<file path="src/hdl/cpcf_ram.sv">
// Generic single-write, single-read RAM with registered read data.
// No dependencies.
`timescale 1ns / 1ps
module cpcf_ram #(
  parameter int WIDTH = 48,
  parameter int DEPTH = 16
) (
  input  logic                     clk,
  input  logic                     we,
  input  logic [$clog2(DEPTH)-1:0] waddr,
  input  logic [WIDTH-1:0]         wdata,
  input  logic [$clog2(DEPTH)-1:0] raddr,
  output logic [WIDTH-1:0]         rdata
);

  logic [WIDTH-1:0] mem [DEPTH];

  // Registered write and read; a read of the address being written returns the old data
  always_ff @(posedge clk) begin
    if (we) begin
      mem[waddr] <= wdata;
    end
    rdata <= mem[raddr];
  end

endmodule

</file>
<file path="config.mk">
export PLATFORM = sky130hd
export DESIGN_NAME = cpcf_ram
export DESIGN_NICKNAME = d
export VERILOG_FILES = /design/src/hdl/cpcf_ram.sv
export SDC_FILE = /design/constraint.sdc
export NUM_CORES = 1
export LEC_CHECK = 0
export ABC_AREA = 1
export BUFFER_PORTS_ARGS = -buffer_cell sky130_fd_sc_hd__buf_2
export CORE_MARGIN = 5
export CORE_UTILIZATION = 35
export CTS_BUF_LIST = sky130_fd_sc_hd__clkbuf_8 sky130_fd_sc_hd__clkbuf_16
export DETAILED_ROUTE_END_ITERATION = 8
export SLEW_MARGIN = 20
export SYNTH_ARGS = -nofsm -noshare
export SYNTH_HDL_FRONTEND = slang
export SYNTH_SLANG_ARGS = --single-unit
export TNS_END_PERCENT = 5
</file>
<file path="constraint.sdc">
create_clock -name clk -period 9.9 [get_ports clk]
set_input_delay 1.98 -clock clk [delete_from_list [all_inputs] [get_ports clk]]
set_output_delay 1.98 -clock clk [all_outputs]
set_load 0.005 [all_outputs]
</file>
==> summary.txt, run 1 <==
Core Area -> 96,600 µm²
final hold slack -> 0.647 ns
clock latency at the later pin of the worst-skew pair -> 0.63 ns
FF+latch count, synth -> 816
CP startpoint kind -> input port
total vias in the final route -> 21,244
post-DP HPWL -> 36,500 µm
Setup WS pre-CTS -> 4.88 ns
Hold Buf Count CTS -> 0
Synth area leaders -> edfxtp_1 68%, nand2_1 11%, nand3_1 8.5%
status -> finished, final reports clean
fmax -> 0.229 GHz
largest net degree at the start of global routing -> 187
CP max FO -> 186
WHS Path Cells -> 6
Die X -> 322 µm
Pwr Total -> 0.00724 W
GRT Util Overall -> 0.157
CP dominant cell by count -> nand3_1
final worst-path setup slack -> 5.53 ns
worst hold path class -> flop to flop
die area -> 103,000 µm²
Synth Net Count -> 3,223
initial antenna violation count -> 13
1st-iter DRT viols -> 1,857
CTS tree -> yes
CTS clock-pin slew for the worst setup and hold paths -> 0.06 ns
Net Switching -> 0.00159 W
Final Wtd Congestion -> 0.721
CP top delay family -> buffers and inverters
Core Rows -> 114
Clock Power Share -> 0.405
Post-synth top flop -> edfxtp_1
final core utilization -> 0.394
vias in the first global route -> 20,303
CTS Buffer Depth -> 3
Resized cells post-CTS -> 0
Final Hold Viols -> 0
max_cap viols -> 0
Post-synth EDFFs -> 768
I/O pins -> 106
CP Capture Type -> flop
Worst Tran Pin Value -> 1.12 ns
root buf cell -> clkbuf_16
drc violations -> 0
FF-to-FF path depth -> 6
RSZ-0062 raised after global routing -> no
Via density -> 4.65
Pins Over Slew Limit -> 0
asr flop ratio synth -> 0
CP cell instances -> buf_8 > buf_4 > buf_12 > nand2_1 > nand3_1 > nand3_1 > nand3_1 > nand2_1
Max H-tree Level -> 3
Num CTS Buffers -> 80
# fillers -> 9,105
clock skew -> 0.0218 ns
switching part of the total -> 0.220
worst hold endpoint -> rdata[22]
first drt pass iteration count -> 5
post-synthesis sequential area ratio -> 0.707
share of the synthesized area in the top cell type -> 0.679
initial core utilization -> 0.352
average size of a mapped cell -> 10.7 µm²
top-count cell post-synth -> nand2_1
RR Startpoint -> mem[0][4]
Layout area overhead -> 11.9%
CP peak stage delay -> 0.86 ns
clk sinks -> 816
post-synth top area cell -> edfxtp_1
Post-Synthesis Cells -> 3,165
Commonest cells post-synth -> 1,013 x nand2_1, 768 x edfxtp_1, 580 x inv_1
Power per Cell Area -> 190 nW/µm²
P_int -> 0.00564 W
Detail Route Antenna Nets -> 0
peak supply drop -> 102 µV
layout cell share with drive strength beyond 1 -> 0.0809
Critical Path RT -> 10.41 ns
setup tns final -> 0 ns
Critical Path AT -> 4.88 ns
# setup viols final -> 0
crit path time final -> 4.37 ns
nets@finish -> 3,280
DRT Wirelength -> 82,200 µm
critical path class -> input port to flop
Post-CTS Setup Bufs -> 0
leak pwr -> 16.1 nW
Yosys warning total -> 0
Worst slew margin -> 0.252
first-pass GRT wire length -> 125,000 µm
reg-to-reg slack, setup -> 8.84 ns
Critical path buffers and inverters -> 3
Logic pwr share -> 0.058
die height -> 322 µm
reg2reg end -> rdata[4]
Worst Hold Launch -> mem[10][22]
Cell Area, Synth -> 34,000 µm²
CP max-delay cell -> buf_4
post-DR wirelength/cell -> 18.0 µm
Netlist cell types -> 15
I/O Buffers -> 105
sequential power share -> 0.537
gr ovfl total -> 0
Final period util -> 0.441
[logic make-up (layout without fill, tap and decap cells)]
logic type	after synthesis	count (layout)	synth area share
DFF	816	816	0.707
and+or+nand+nor	1609	1609	0.199
other	0	6	0
buffers and inverters	740	862	0.0941
[state kept, by name, summed over array words and instances, names as in the netlist]
register,flops
mem,768
rdata,48
[tightest hold or removal path, delay by kind of cell (launching register included)]
family        cells  cell delay, ns
flops             1            0.32
simple gates      6            0.31
[per-stage QoR]
step,std cells,cell area [µm²]
after CTS,4563,38000
after detailed placement,4416,35500
after global routing,4564,38000
after floorplan,3165,34000
final,4569,38000
after global placement,4416,35500
[cell usage in the layout (no fill, tap or decap)]
| cell type | n |
|---|---|
| nand3b_1 | 2 |
| buf_4 | 27 |
| clkinv_2 | 11 |
| buf_12 | 1 |
| clkbuf_8 | 13 |
| buf_6 | 3 |
| clkinvlp_4 | 1 |
| buf_2 | 101 |
| clkinv_8 | 1 |
| diode_2 | 6 |
| inv_4 | 1 |
| clkbuf_16 | 83 |
| nor2_1 | 1 |
| buf_8 | 1 |
| edfxtp_1 | 768 |
| bufinv_16 | 2 |
| nand2_1 | 1013 |
| nor2_4 | 16 |
| nand3_1 | 577 |
| dfxtp_1 | 48 |
| inv_6 | 4 |
| inv_2 | 1 |
| clkinv_1 | 9 |
| inv_1 | 603 |
[power by group through the flow]
stage	Combinational, W	Sequential, W	Clock [W]
4_1_cts	0.000426	0.00389	0.00299
3_5_place_dp	0.000425	0.00396	0
3_3_place_gp	0.000419	0.00396	0
2_1_floorplan	0.000260	0.00396	0
5_1_grt	0.000475	0.00389	0.00314
6_report	0.000420	0.00389	0.00293
[layer usage]
metal | wire length (µm) | share of wire | global-route usage
met5 | 37 | 0.00045 | 0
met4 | 2010 | 0.025 | 0.0448
met3 | 5200 | 0.063 | 0.0306
met2 | 38500 | 0.47 | 0.258
met1 | 36500 | 0.44 | 0.214
[how the worst max path moves through the flow]
stage / start / to / slack, ns / cells past startpoint
floorplan: waddr[2] / mem[10][0] / 5.23 / 2
global placement: raddr[0] / rdata[35] / 4.93 / 9
detailed placement: raddr[0] / rdata[32] / 4.88 / 9
CTS: raddr[0] / rdata[32] / 5.56 / 9
global route: raddr[0] / rdata[27] / 5.30 / 9
finish: raddr[0] / rdata[36] / 5.53 / 8
[layout make-up]
type	instances	area, µm²	share of cell area
inverter	582	2200	0.0580
clock inverter	51	277	0.00727
clock buffer	96	2260	0.0593
timing repair buffer	133	777	0.0204
tap	1276	1600	0.0420
antenna	6	15.0	0.000395
multi-input combinational	1609	6890	0.181
sequential	816	24000	0.632
No activity file was read; power rests on OpenSTA's default activity.
==> run 2: changes to the inputs <==
- clock period: 9.9 -> 4.6 ns (I/O delays scaled with it)
==> run 2 against run 1 <==
Compared with the run above:
- wire length down 1.9%
- combinational power up 120%
- non-clock buffer count up 13
- worst setup slack worse by 3.5 ns
- clock power up 110%
- critical path type unchanged
==> summary.txt, run 2 (same netlist as run 1, synthesis figures left out) <==
Final Wtd Congestion -> 0.726
Placed Instance Area -> 35,600 µm²
Worst Hold Launch -> mem[10][25]
first-pass GRT wire length -> 124,000 µm
Setup WS pre-CTS -> 1.52 ns
Num CTS Buffers -> 79
CP max-delay cell -> buf_4
worst hold endpoint -> rdata[25]
worst hold path class -> flop to flop
first drt pass iteration count -> 5
CP peak stage delay -> 0.57 ns
RR Startpoint -> mem[13][27]
Core Area -> 96,600 µm²
initial antenna violation count -> 10
CP max FO -> 142
nets@finish -> 3,292
WHS Path Cells -> 6
Post-CTS Setup Bufs -> 0
Die X -> 322 µm
top flop regs -> mem (768), rdata (48)
# fillers -> 9,064
Max H-tree Level -> 3
CP Capture Type -> flop
1st-iter DRT viols -> 1,601
setup tns final -> 0 ns
drc violations -> 0
area of the multi-input gates -> 6890 µm²
post-DR wirelength/cell -> 17.6 µm
critical path class -> input port to flop
status -> finished, final reports clean
root buf cell -> clkbuf_16
Reg area -> 24,000 µm²
Critical Path AT -> 3.09 ns
Final Hold Viols -> 0
commonest non-fill, non-tap cell in the layout -> nand2_1
Hold Buf Count CTS -> 0
I/O pins -> 106
post-DP HPWL -> 40,500 µm
Worst Tran Pin Value -> 1.21 ns
CP cell instances -> buf_8 > clkinv_8 > buf_4 > nand2_1 > nand3_1 > nand3_1 > nand3_1 > nand2_1
gr ovfl total -> 0
reg-to-reg slack, setup -> 3.48 ns
initial core utilization -> 0.352
Resized cells post-CTS -> 0
largest net degree at the start of global routing -> 223
Via density -> 4.66
GRT Util Overall -> 0.154
I/O Buffers -> 105
Core Rows -> 114
total vias in the final route -> 21,359
crit path time final -> 2.54 ns
clk sinks -> 816
Power per Cell Area -> 408 nW/µm²
fmax -> 0.394 GHz
RSZ-0062 raised after global routing -> no
CTS clock-pin slew for the worst setup and hold paths -> 0.06 ns
largest register by flop count -> mem
vias in the first global route -> 20,628
# setup viols final -> 0
Critical Path RT -> 5.15 ns
layout cell share with drive strength beyond 1 -> 0.0834
DRT Wirelength -> 80,600 µm
CP dominant cell by count -> nand3_1
die area -> 103,000 µm²
CTS tree -> yes
Detail Route Antenna Nets -> 0
Layout area overhead -> 12.3%
CTS Buffer Depth -> 3
Pins Over Slew Limit -> 0
final worst-path setup slack -> 2.06 ns
CP startpoint kind -> input port
peak supply drop -> 253 µV
clock skew -> 0.0217 ns
final instance area -> 38,200 µm²
Final period util -> 0.552
leak pwr -> 16.2 nW
max FFs per register -> 768
clock latency at the later pin of the worst-skew pair -> 0.63 ns
FF-to-FF path depth -> 6
max_cap viols -> 0
Worst slew margin -> 0.191
die height -> 322 µm
commonest cells after routing, fill and taps aside -> 1,013 x nand2_1, 768 x edfxtp_1, 606 x inv_1, 577 x nand3_1, 101 x buf_2
reg2reg end -> rdata[27]
-- run 2: worst max-delay path: cells and delay by family --
kind          cells  cell delay [ns]
buf+inv           3             1.37
simple gates      5             0.54
-- run 2: cell type report --
type	instances	share of cell area
Tap cell	1276	0.0418
Multi-Input combinational cell	1609	0.180
Timing Repair Buffer	146	0.0240
Sequential cell	816	0.629
Inverter	582	0.0578
Clock buffer	94	0.0578
Antenna cell	8	0.000524
Clock inverter	49	0.00833
-- run 2: power breakdown --
group | internal [W] | total (W) | switching (W) | leakage [nW]
clock | 0.00362 | 0.00629 | 0.00267 | 1.35
sequential | 0.00831 | 0.00837 | 0.0000610 | 7.34
combinational | 0.000255 | 0.000914 | 0.000659 | 7.47
-- run 2: worst max-delay path by stage --
stage | start | end | slack, ns | cells after the start
3_5_place_dp | raddr[0] | rdata[17] | 1.52 | 8
5_1_grt | raddr[0] | rdata[13] | 1.96 | 9
3_3_place_gp | raddr[0] | rdata[17] | 1.51 | 9
4_1_cts | raddr[0] | rdata[17] | 2.18 | 8
6_report | raddr[0] | rdata[19] | 2.06 | 8
2_1_floorplan | waddr[2] | mem[10][0] | 0.99 | 2
-- run 2: per-layer routing --
layer / track usage / routed length [µm] / vias up
met2: 0.257 / 38100 / 622
met4: 0.0408 / 1470 / 4
met5: 0 / 34 / -
met3: 0.0296 / 5890 / 105
met1: 0.208 / 35200 / 10272
li1: - / - / 10356
-- run 2: metrics by stage --
stage / power (W) / hold WS [ns] / cells / utilization
detailed placement: 0.00946 / 0.629 / 4429 / 0.369
CTS: 0.0157 / 0.621 / 4572 / 0.395
global placement: 0.00944 / 0.627 / 4429 / 0.369
finish: 0.0156 / 0.643 / 4580 / 0.395
global route: 0.0161 / 0.657 / 4572 / 0.395
floorplan: 0.00908 / 0.607 / 3165 / -
